--- src/hw/rtl/fue_pkg.sv ---
// ----------------------------------------------------------------------------
// fue_pkg
// Shared types, codes and character helpers for the form-urlencode encoder.
// ----------------------------------------------------------------------------
package fue_pkg;

	localparam int FUE_QUEUE_DEPTH = 2;

	localparam logic [1:0] KIND_PASS = 2'd0;
	localparam logic [1:0] KIND_CRLF = 2'd1;
	localparam logic [1:0] KIND_PCT  = 2'd2;

	localparam logic [7:0] CH_PCT   = 8'h25;
	localparam logic [7:0] CH_PLUS  = 8'h2B;
	localparam logic [7:0] CH_SPACE = 8'h20;
	localparam logic [7:0] CH_LF    = 8'h0A;
	localparam logic [7:0] CH_CR    = 8'h0D;

	typedef struct packed {
		logic [1:0] kind;
		logic [7:0] data;
	} desc_t;

	function automatic logic [7:0] hex_char(input logic [3:0] nib);
		logic [7:0] c;
		if (nib < 4'd10) begin
			c = 8'h30 + {4'd0, nib};
		end else begin
			c = 8'h37 + {4'd0, nib};
		end
		return c;
	endfunction

	// %0D%0A
	function automatic logic [7:0] crlf_char(input logic [2:0] i);
		logic [7:0] c;
		case (i)
			3'd0: c = CH_PCT;
			3'd1: c = 8'h30;
			3'd2: c = 8'h44;
			3'd3: c = CH_PCT;
			3'd4: c = 8'h30;
			3'd5: c = 8'h41;
			default: c = CH_PCT;
		endcase
		return c;
	endfunction

endpackage

--- src/hw/rtl/fue_front.sv ---
// ----------------------------------------------------------------------------
// fue_front
// Accepts input bytes, classifies them and registers a descriptor for the
// queue. Carriage returns are consumed without a descriptor.
// ----------------------------------------------------------------------------
module fue_front (
	input  logic           clk,
	input  logic           arst_n,
	input  logic           in_valid,
	output logic           in_ready,
	input  logic [7:0]     in_byte,
	output logic           fq_valid,
	input  logic           fq_ready,
	output fue_pkg::desc_t fq_desc
);
	import fue_pkg::*;

	logic  valid_s1;
	desc_t desc_s1;
	desc_t desc_d;
	logic  is_pass;
	logic  is_drop;
	logic  accept;

	always_comb begin
		is_pass = ((in_byte >= 8'h41) && (in_byte <= 8'h5A)) ||
			((in_byte >= 8'h61) && (in_byte <= 8'h7A)) ||
			((in_byte >= 8'h30) && (in_byte <= 8'h39)) ||
			(in_byte == 8'h24) || (in_byte == 8'h2D) || (in_byte == 8'h2E) ||
			(in_byte == 8'h5F) || (in_byte == 8'h21) || (in_byte == 8'h2A) ||
			(in_byte == 8'h28) || (in_byte == 8'h29) || (in_byte == 8'h2C);
		is_drop = (in_byte == CH_CR);
		desc_d.data = in_byte;
		if (is_pass) begin
			desc_d.kind = KIND_PASS;
		end else if (in_byte == CH_SPACE) begin
			desc_d.kind = KIND_PASS;
			desc_d.data = CH_PLUS;
		end else if (in_byte == CH_LF) begin
			desc_d.kind = KIND_CRLF;
		end else begin
			desc_d.kind = KIND_PCT;
		end
	end

	assign in_ready = !valid_s1 || fq_ready;
	assign accept   = in_valid && in_ready;

	always_ff @(posedge clk or negedge arst_n) begin
		if (!arst_n) begin
			valid_s1 <= 1'b0;
		end else if (accept) begin
			valid_s1 <= !is_drop;
		end else if (fq_ready) begin
			valid_s1 <= 1'b0;
		end
	end

	always_ff @(posedge clk) begin
		if (accept) begin
			desc_s1 <= desc_d;
		end
	end

	assign fq_valid = valid_s1;
	assign fq_desc  = desc_s1;

endmodule

--- src/hw/rtl/fue_queue.sv ---
// ----------------------------------------------------------------------------
// fue_queue
// Short descriptor queue between the classifier and the output sequencer.
// ----------------------------------------------------------------------------
module fue_queue #(
	parameter int Depth = fue_pkg::FUE_QUEUE_DEPTH
) (
	input  logic           clk,
	input  logic           arst_n,
	input  logic           wr_valid,
	output logic           wr_ready,
	input  fue_pkg::desc_t wr_desc,
	output logic           rd_valid,
	input  logic           rd_ready,
	output fue_pkg::desc_t rd_desc
);
	import fue_pkg::*;

	localparam int AW = (Depth > 1) ? $clog2(Depth) : 1;
	localparam int CW = $clog2(Depth + 1);
	localparam logic [AW-1:0] LAST_PTR = AW'(Depth - 1);
	localparam logic [CW-1:0] FULL_CNT = CW'(Depth);

	desc_t          mem_q [Depth];
	logic [AW-1:0]  wptr_q;
	logic [AW-1:0]  rptr_q;
	logic [CW-1:0]  count_q;
	logic           push;
	logic           pop;

	assign wr_ready = (count_q != FULL_CNT);
	assign rd_valid = (count_q != '0);
	assign push     = wr_valid && wr_ready;
	assign pop      = rd_valid && rd_ready;
	assign rd_desc  = mem_q[rptr_q];

	always_ff @(posedge clk or negedge arst_n) begin
		if (!arst_n) begin
			wptr_q  <= '0;
			rptr_q  <= '0;
			count_q <= '0;
		end else begin
			if (push) begin
				wptr_q <= (wptr_q == LAST_PTR) ? '0 : wptr_q + 1'b1;
			end
			if (pop) begin
				rptr_q <= (rptr_q == LAST_PTR) ? '0 : rptr_q + 1'b1;
			end
			if (push && !pop) begin
				count_q <= count_q + 1'b1;
			end else if (pop && !push) begin
				count_q <= count_q - 1'b1;
			end
		end
	end

	always_ff @(posedge clk) begin
		if (push) begin
			mem_q[wptr_q] <= wr_desc;
		end
	end

endmodule

--- src/hw/rtl/fue_back.sv ---
// ----------------------------------------------------------------------------
// fue_back
// Output sequencer: expands one descriptor into one, three or six bytes and
// drives the registered output beat.
// ----------------------------------------------------------------------------
module fue_back (
	input  logic           clk,
	input  logic           arst_n,
	input  logic           rd_valid,
	output logic           rd_ready,
	input  fue_pkg::desc_t rd_desc,
	output logic           out_valid,
	input  logic           out_ready,
	output logic [7:0]     out_byte,
	output logic           run_last
);
	import fue_pkg::*;

	logic       cur_valid_q;
	desc_t      cur_q;
	logic [2:0] idx_q;
	logic       out_valid_q;
	logic [7:0] out_byte_q;
	logic       run_last_q;
	logic [7:0] gen_byte;
	logic       gen_last;
	logic       out_free;
	logic       emit;

	always_comb begin
		case (cur_q.kind)
			KIND_PASS: begin
				gen_byte = cur_q.data;
				gen_last = 1'b1;
			end
			KIND_CRLF: begin
				gen_byte = crlf_char(idx_q);
				gen_last = (idx_q == 3'd5);
			end
			KIND_PCT: begin
				case (idx_q)
					3'd0:    gen_byte = CH_PCT;
					3'd1:    gen_byte = hex_char(cur_q.data[7:4]);
					default: gen_byte = hex_char(cur_q.data[3:0]);
				endcase
				gen_last = (idx_q == 3'd2);
			end
			default: begin
				gen_byte = cur_q.data;
				gen_last = 1'b1;
			end
		endcase
	end

	assign out_free = !out_valid_q || out_ready;
	assign emit     = cur_valid_q && out_free;
	assign rd_ready = !cur_valid_q || (emit && gen_last);

	always_ff @(posedge clk or negedge arst_n) begin
		if (!arst_n) begin
			cur_valid_q <= 1'b0;
			idx_q       <= '0;
			out_valid_q <= 1'b0;
		end else begin
			if (rd_ready) begin
				cur_valid_q <= rd_valid;
				idx_q       <= '0;
			end else if (emit) begin
				idx_q <= idx_q + 3'd1;
			end
			if (out_free) begin
				out_valid_q <= emit;
			end
		end
	end

	always_ff @(posedge clk) begin
		if (rd_ready && rd_valid) begin
			cur_q <= rd_desc;
		end
		if (emit) begin
			out_byte_q <= gen_byte;
			run_last_q <= gen_last;
		end
	end

	assign out_valid = out_valid_q;
	assign out_byte  = out_byte_q;
	assign run_last  = run_last_q;

endmodule

--- src/hw/rtl/form_urlencode_byte_encoder_top.sv ---
// ----------------------------------------------------------------------------
// form_urlencode_byte_encoder_top
// Form-urlencoded encoder for a stream of Latin-1 bytes.
// ----------------------------------------------------------------------------
// Each input byte gives one output beat (letters, digits, the safe set and
// space as '+'), three beats ('%' and two uppercase hex digits, NUL included),
// six beats for line feed (%0D%0A) or none for carriage return; run_last
// marks the final beat of each byte. Unless out_ready stalls, bytes that map
// to one beat flow at one per cycle and the output sequencer emits one beat
// per cycle, so an expanding byte occupies it for three or six beats while
// the descriptor queue (QueueDepth entries) takes input until it is full.
// Output beats are registered. Reset has no effect on the encoding itself.
module form_urlencode_byte_encoder_top #(
	parameter int QueueDepth = fue_pkg::FUE_QUEUE_DEPTH
) (
	input  logic       clk,
	input  logic       arst_n,
	input  logic       in_valid,
	output logic       in_ready,
	input  logic [7:0] in_byte,
	output logic       out_valid,
	input  logic       out_ready,
	output logic [7:0] out_byte,
	output logic       run_last
);
	import fue_pkg::*;

	logic  fq_valid;
	logic  fq_ready;
	desc_t fq_desc;
	logic  bq_valid;
	logic  bq_ready;
	desc_t bq_desc;

	fue_front u_front (
		.clk      (clk),
		.arst_n   (arst_n),
		.in_valid (in_valid),
		.in_ready (in_ready),
		.in_byte  (in_byte),
		.fq_valid (fq_valid),
		.fq_ready (fq_ready),
		.fq_desc  (fq_desc)
	);

	fue_queue #(
		.Depth (QueueDepth)
	) u_queue (
		.clk      (clk),
		.arst_n   (arst_n),
		.wr_valid (fq_valid),
		.wr_ready (fq_ready),
		.wr_desc  (fq_desc),
		.rd_valid (bq_valid),
		.rd_ready (bq_ready),
		.rd_desc  (bq_desc)
	);

	fue_back u_back (
		.clk       (clk),
		.arst_n    (arst_n),
		.rd_valid  (bq_valid),
		.rd_ready  (bq_ready),
		.rd_desc   (bq_desc),
		.out_valid (out_valid),
		.out_ready (out_ready),
		.out_byte  (out_byte),
		.run_last  (run_last)
	);

endmodule

--- config.mk ---
export PLATFORM = sky130hd
export DESIGN_NAME = form_urlencode_byte_encoder_top
export DESIGN_NICKNAME = d
export VERILOG_FILES = /design/src/hw/rtl/fue_pkg.sv /design/src/hw/rtl/fue_front.sv /design/src/hw/rtl/fue_queue.sv /design/src/hw/rtl/fue_back.sv /design/src/hw/rtl/form_urlencode_byte_encoder_top.sv
export SDC_FILE = /design/constraint.sdc
export NUM_CORES = 1
export LEC_CHECK = 0
export BUFFER_PORTS_ARGS = -buffer_cell sky130_fd_sc_hd__buf_4
export CELL_PAD_IN_SITES_DETAIL_PLACEMENT = 2
export CELL_PAD_IN_SITES_GLOBAL_PLACEMENT = 2
export CORE_MARGIN = 5
export CORE_UTILIZATION = 39
export CTS_BUF_LIST = sky130_fd_sc_hd__clkbuf_8
export CTS_CLUSTER_SIZE = 24
export DETAILED_ROUTE_END_ITERATION = 10
export GPL_ROUTABILITY_DRIVEN = 1
export PLACE_DENSITY_LB_ADDON = 0.1
export SETUP_SLACK_MARGIN = 0.5
export SYNTH_ARGS = -nofsm -noshare
export SYNTH_HDL_FRONTEND = slang
export SYNTH_SLANG_ARGS = --single-unit
--- constraint.sdc ---
create_clock -name clk -period 2.2 [get_ports clk]
set_input_delay 0.44 -clock clk [delete_from_list [all_inputs] [get_ports clk]]
set_output_delay 0.44 -clock clk [all_outputs]
set_load 0.005 [all_outputs]
==> results.toml, run 1 <==
[floorplanning]
die_x_um = 95.5
row_count = 31
io-pin-count = 23
initial_core_utilization_pct = 39.7
die_y_um = 95.5
die_area_sq_mm = 0.00912
area_of_the_core_region_sq_mm = 0.00718

[timing]
max_freq_mhz = 508
unrepaired_setup_endpoints_after_global_routing = "true"
final-max-slew-violation-count = 0
worstMarginPinSlew_ps = 602
fin_hold_ws_ps = 305
setup_viol = 0
timing.final.crit_period_ps = 1970
post-route-period-util_pct = 89.5
fin_worst_skew_ps = 9.57
final_hold_viol_count = 0
final.setup.tns_ps = 0
timing.max_slew.rel_slack_pct = 59.6

[worst_hold_path]
holdPathStages = 1
holdCritStartpoint = "in_byte[5]"
min-delay-path-class = "input port to register"
worst_hold_path_endpoint = "u_front.fq_desc[5]"

[detailed_routing]
vias = 1981
antenna_left = 0
drcViolationCount = 0
detail_route.iter0.violations = 77
detail_route.wirelength_mm = 7.66
via_per_inst = 5.21
drt_first_pass_iters = 3
route.detailed.wl_per_inst_um = 20.2

[placed_design]
port-buffer-count = 22
globalplace.congestion = 0.813
post-dp-hpwl_mm = 4.59

[grt]
grt_first_pass_wirelength_mm = 11.6
groute.layer.met1.usage_pct = 18.6
grt_util_all_layers_pct = 17.2
met3_usage_pct = 4.26
busiest_layer = "met2"
global_route.overflow_total = 0
antenna_violations_before_repair = 0
grt_pass1_vias = 2239
pin_count_of_the_biggest_net_entering_global_routing = 16
globalRouteMet2Util_pct = 32.4

[synthesis]
post-synth-top-area-cell = "edfxtp_1"
yosys.cell_count.top_type = "edfxtp_1"
yosys_warnings = 0
ys_async_sr_fraction_pct = 16.9
syn-instance-count = 225
synth_sequential_area_ratio_pct = 60.4
mappedNetlistArea_sq_mm = 0.00285
synth-seq-cells = 59
synth-edff-count = 49
ys_types = 52
yosys-top-cells-area = "edfxtp_1 52%, dfrtp_1 8.8%, mux2_2 4.3%, ha_1 4.0%, nand2b_1 2.6%"
cell_types_with_the_highest_counts_after_synthesis = "49 x edfxtp_1, 18 x nand2_1, 14 x inv_1"
dominant_register_cell_in_the_synthesized_netlist = "edfxtp_1"
synth_nets = 246
synth_largest_type_area_fraction_pct = 51.6
synth_area_per_cell_sq_um = 12.7

[finish]
diodes = 0
multi_input_comb_area_sq_mm = 0.00121
regArea_sq_mm = 0.00172
post-route-util_pct = 52.3
design.final.nets = 297
flow.area_growth_from_synthesis_pct = 31.7
layout.filler_cells = 703
post_route_cells_drive_above_1_share_pct = 38.8

[clocking]
root_driver = "clkbuf_8"
worstSkewPairLatency_ps = 340
cts_inserted_buffers = 9
tritoncts_clock_tree = "done"
clkTransAtPathRegs_ps = 70
cts.htree.levels = 3
tritoncts_num_sinks = 59
cts-root-to-sink-buffers = 2

[power]
post-layout-total-power_uw = 6030
p_leak_uw = 0.00140
power_per_cell_area_mw_per_mm2 = 1610
peakVddDrop_v = 0.000431

[setup_path]
worst-endpoint-required_ps = 2410
cp-end-kind = "register"
critical_path_class = "register to register"
timing.rr.start = "u_back.idx_q[1]"
worst-endpoint-arrival_ps = 2180
cp-start-kind = "register"
critical_path.max_fanout = 3
worstRegToRegCells = 10
critPathLaunch = "u_back.idx_q[1]"
setup.reg_to_reg.worst_slack_ps = 230
r2r_end = "u_queue.count_q[1]"

[run_status]
run_status = "finished, final reports clean"

[run]
max-cap-violations = 0
[power by group]
group / switching (uW) / internal, uW / leakage [uW]
logic: 1440 / 1450 / 0.000721
clock network: 470 / 530 / 0.0000998
registers: 342 / 1810 / 0.000580
total: 2250 / 3780 / 0.00140
[worst max-delay path, cell delays in order (launching register included)]
cell	delay (ps)
dfrtp_1	440
buf_6	150
ha_4	150
and3b_2	220
o31ai_4	240
a21oi_4	100
inv_2	70
ha_4	120
xor2_2	130
nor2_1	70
xor2_1	160
[layer usage]
metal	share of wire [%]	vias up
li1	-	937
met1	41	1010
met2	55	27
met3	2.2	7
met4	1.0	0
met5	0	-
[worst max path at each step]
stage / end / slack, ps / depth (start not counted)
floorplan: u_queue.count_q[1] / 240 / 10
global placement: u_queue.count_q[1] / 240 / 10
detailed placement: u_queue.count_q[1] / 140 / 10
CTS: u_queue.count_q[1] / 240 / 10
global route: u_queue.count_q[1] / 120 / 10
finish: u_queue.count_q[1] / 230 / 10
[cell type report]
cell class	instances	area share, %
Clock inverter	7	2.07
Inverter	14	1.47
Tap cell	99	3.30
Timing Repair Buffer	51	11.7
Sequential cell	59	45.9
Multi-Input combinational cell	141	32.2
Clock buffer	9	3.30
[kinds of logic (layout without fill, tap and decap cells)]
logic type	after synthesis	count (layout)	synth area share, %
adder cells (fa/ha/maj)	9	9	3.95
XOR/XNOR	6	6	1.84
flip-flops	59	59	60.4
buffers and inverters	25	81	3.73
multiplexers	11	11	4.35
AND/OR/NAND/NOR	68	68	13.9
AO/OA/AOI/OAI	47	47	11.8
[cell usage in the layout (no fill, tap or decap), types with 2 or more instances in the layout]
cell type / netlist / layout
nand2b_1: 12 / 10
edfxtp_1: 49 / 49
and3_1: 3 / 2
buf_6: 1 / 7
a21boi_1: 3 / 3
inv_2: 0 / 5
xnor2_1: 3 / 3
dfrtp_1: 10 / 8
dfrtp_2: 0 / 2
xor2_1: 3 / 2
o31ai_1: 3 / 2
nand3b_1: 2 / 2
nand3_1: 3 / 3
inv_1: 14 / 8
clkbuf_8: 0 / 9
mux2_2: 11 / 11
nand2_1: 18 / 18
nor2_1: 7 / 7
nor4_1: 3 / 3
a21oi_1: 9 / 9
ha_1: 9 / 2
o21ai_0: 5 / 4
buf_4: 0 / 41
a31oi_1: 4 / 3
o21ai_1: 4 / 5
clkinv_4: 0 / 3
a21boi_0: 2 / 2
ha_4: 0 / 7
nor4b_1: 3 / 2
and2_1: 3 / 3
nor2b_1: 5 / 5
[timing repair]
| action | 4_1_cts | 5_1_grt |
|---|---|---|
| endpoints found under the setup margin | 20 | 24 |
| hold buffers | 1 | 0 |
| hold endpoints to repair | 10 | 0 |
| pin swaps | 4 | 10 |
| buffers inserted | 6 | 13 |
| gates cloned | 1 | 0 |
| gates resized for setup | 17 | 20 |
[stage by stage]
stage / worst slack [ps] / instance area (sq um) / std cells
final: 230 / 3750 / 380
after global routing: 124 / 3750 / 380
after CTS: 243 / 3560 / 367
after detailed placement: 136 / 3200 / 343
after global placement: 244 / 3200 / 343
after floorplan: 241 / 2910 / 225
[sequential cells by signal, indices dropped and copies added, names as in the netlist, 2 cells and up]
| signal | count |
|---|---|
| u_front.fq_desc | 10 |
| u_queue.count_q | 2 |
| u_back.out_byte | 8 |
| u_back.cur_q | 10 |
| u_back.idx_q | 3 |
| u_queue.mem_q | 20 |
Power figures use the tool's default switching activity.
==> run 2, diff against run 1 <==
SETUP_SLACK_MARGIN = 0.15   (was 0.5)
==> run 2 against run 1 <==
Effect of this change: combinational power down 25%; register-to-register slack got worse by 40 ps; first-iteration DRC count down 39%; critical path depth unchanged; final cell count shrank 3.9%; via count down 3.7%; die area unchanged.
==> results.toml, run 2 (synthesis gave the netlist of run 1 again) <==
[setup_path]
cp-end-kind = "register"
critical_path_class = "register to register"
worst-endpoint-arrival_ps = 2220
cp-start-kind = "register"
critical_path.max_fanout = 4
worst-endpoint-required_ps = 2410
worstRegToRegCells = 10

[floorplanning]
area_of_the_core_region_sq_mm = 0.00718
row_count = 31
io-pin-count = 23
die_x_um = 95.5
die_y_um = 95.5
die_area_sq_mm = 0.00912
initial_core_utilization_pct = 39.7

[detailed_routing]
drt_first_pass_iters = 4
antenna_left = 0
via_per_inst = 5.22
detail_route.wirelength_mm = 6.44
detail_route.iter0.violations = 47
route.detailed.wl_per_inst_um = 17.7
vias = 1907
drcViolationCount = 0

[clocking]
cts_inserted_buffers = 9
cts.htree.levels = 3
tritoncts_num_sinks = 59
cts-root-to-sink-buffers = 2
root_driver = "clkbuf_8"
worstSkewPairLatency_ps = 340
clkTransAtPathRegs_ps = 60
tritoncts_clock_tree = "done"

[finish]
post_route_cells_drive_above_1_share_pct = 28.9
diodes = 0
max_flop_register = "u_queue.mem_q"
flip_flop_count_of_the_largest_register_all_copies_and_words_added = 20
layout.cells.most_common_list = "49 x edfxtp_1, 34 x buf_4, 18 x nand2_1"
flow.area_growth_from_synthesis_pct = 22.1
design.final.nets = 282
leading_cell_type_in_the_layout_fill_and_taps_excluded = "edfxtp_1"

[timing]
final.setup.tns_ps = 0
final-max-slew-violation-count = 0
post-route-period-util_pct = 91.2
final_hold_viol_count = 0
setup_viol = 0
fin_worst_skew_ps = 11.1
unrepaired_setup_endpoints_after_global_routing = "true"
timing.final.crit_period_ps = 2010
timing.max_slew.rel_slack_pct = 67.4
worstMarginPinSlew_ps = 489
max_freq_mhz = 498

[placed_design]
post-dp-hpwl_mm = 4.45
globalplace.congestion = 0.757
port-buffer-count = 22

[grt]
grt_util_all_layers_pct = 15.2
pin_count_of_the_biggest_net_entering_global_routing = 16
antenna_violations_before_repair = 0
grt_first_pass_wirelength_mm = 10.4
global_route.overflow_total = 0
grt_pass1_vias = 2136

[power]
peakVddDrop_v = 0.000542
power_per_cell_area_mw_per_mm2 = 1540
p_leak_uw = 0.00130
post-layout-total-power_uw = 5380

[worst_hold_path]
holdPathStages = 1
min-delay-path-class = "input port to register"

[run]
max-cap-violations = 0

[run_status]
run_status = "finished, final reports clean"
[run 2: changes by cell type in the layout (fill, tap and decap cells not counted), moves of 2 or more]
cell      before  now
buf_4         41   34
buf_6          7    1
ha_4           7    3
inv_1          8   12
ha_1           2    5
inv_2          5    2
clkinv_4       3    1
dfrtp_1        8   10
dfrtp_2        2    0
nand2b_1      10   12
[run 2: critical path: stages (launching register included)]
cell,delay [ps]
dfrtp_1,440
inv_2,90
ha_4,170
and3b_2,230
o31ai_4,300
a21oi_4,90
inv_2,80
ha_4,130
xor2_1,140
nor2_1,70
xor2_1,140
[run 2: worst paths after layout]
| check | from | end | slack [ps] |
|---|---|---|---|
| worst max-delay path | u_back.idx_q[0] | u_queue.count_q[1] | 190 |
| max in group asynchronous | arst_n | u_back.idx_q[0] | 1580 |
| worst max register to register | u_back.idx_q[0] | u_queue.count_q[1] | 190 |
| min in group asynchronous | arst_n | u_queue.rptr_q | 470 |
| worst min-delay path | in_byte[5] | u_front.fq_desc[5] | 310 |
| worst min register to register | u_front.fq_desc[7] | u_queue.mem_q[1][7] | 450 |
[run 2: final cells by class]
| class | instances | area, sq um |
|---|---|---|
| clock buffers | 9 | 124 |
| clock inverters | 7 | 92.6 |
| fillers | 720 | 3690 |
| inverters | 14 | 52.6 |
| multi-input cells | 141 | 1090 |
| flip-flops and latches | 59 | 1720 |
| well taps | 99 | 124 |
| repair buffers | 36 | 277 |
[run 2: per-stage QoR]
| stage | instances | instance area, sq um | hold slack [ps] | util [%] | setup slack, ps |
|---|---|---|---|---|---|
| after CTS | 359 | 3380 | 291 | 47.1 | 164 |
| final | 365 | 3480 | 308 | 48.5 | 194 |
| after floorplan | 225 | 2860 | 144 | - | 171 |
| after global routing | 365 | 3480 | 296 | 48.5 | 64.0 |
| after global placement | 342 | 3150 | 280 | 43.8 | 195 |
| after detailed placement | 342 | 3150 | 281 | 43.8 | 116 |
[run 2: where the power goes]
group	switching [uW]	leakage, uW	total, uW	internal [uW]
clock	443	0.000103	1080	633
combinational	1150	0.000612	2170	1020
sequential	332	0.000582	2130	1800
[run 2: repair_timing]
item,4_1_cts,5_1_grt
setup endpoints to repair,1,2
buffers inserted,0,6
endpoints found under the hold margin,10,0
hold buffers,1,0
pin swaps,0,5
gates cloned,0,0
gates resized for setup,2,13
[run 2: metal layers]
metal,track usage [%],vias up,routed length [um]
met5,0,-,0
met4,6.40,0,111
met3,2.76,10,167
met2,27.1,30,3450
met1,17.8,967,2720
li1,-,900,-
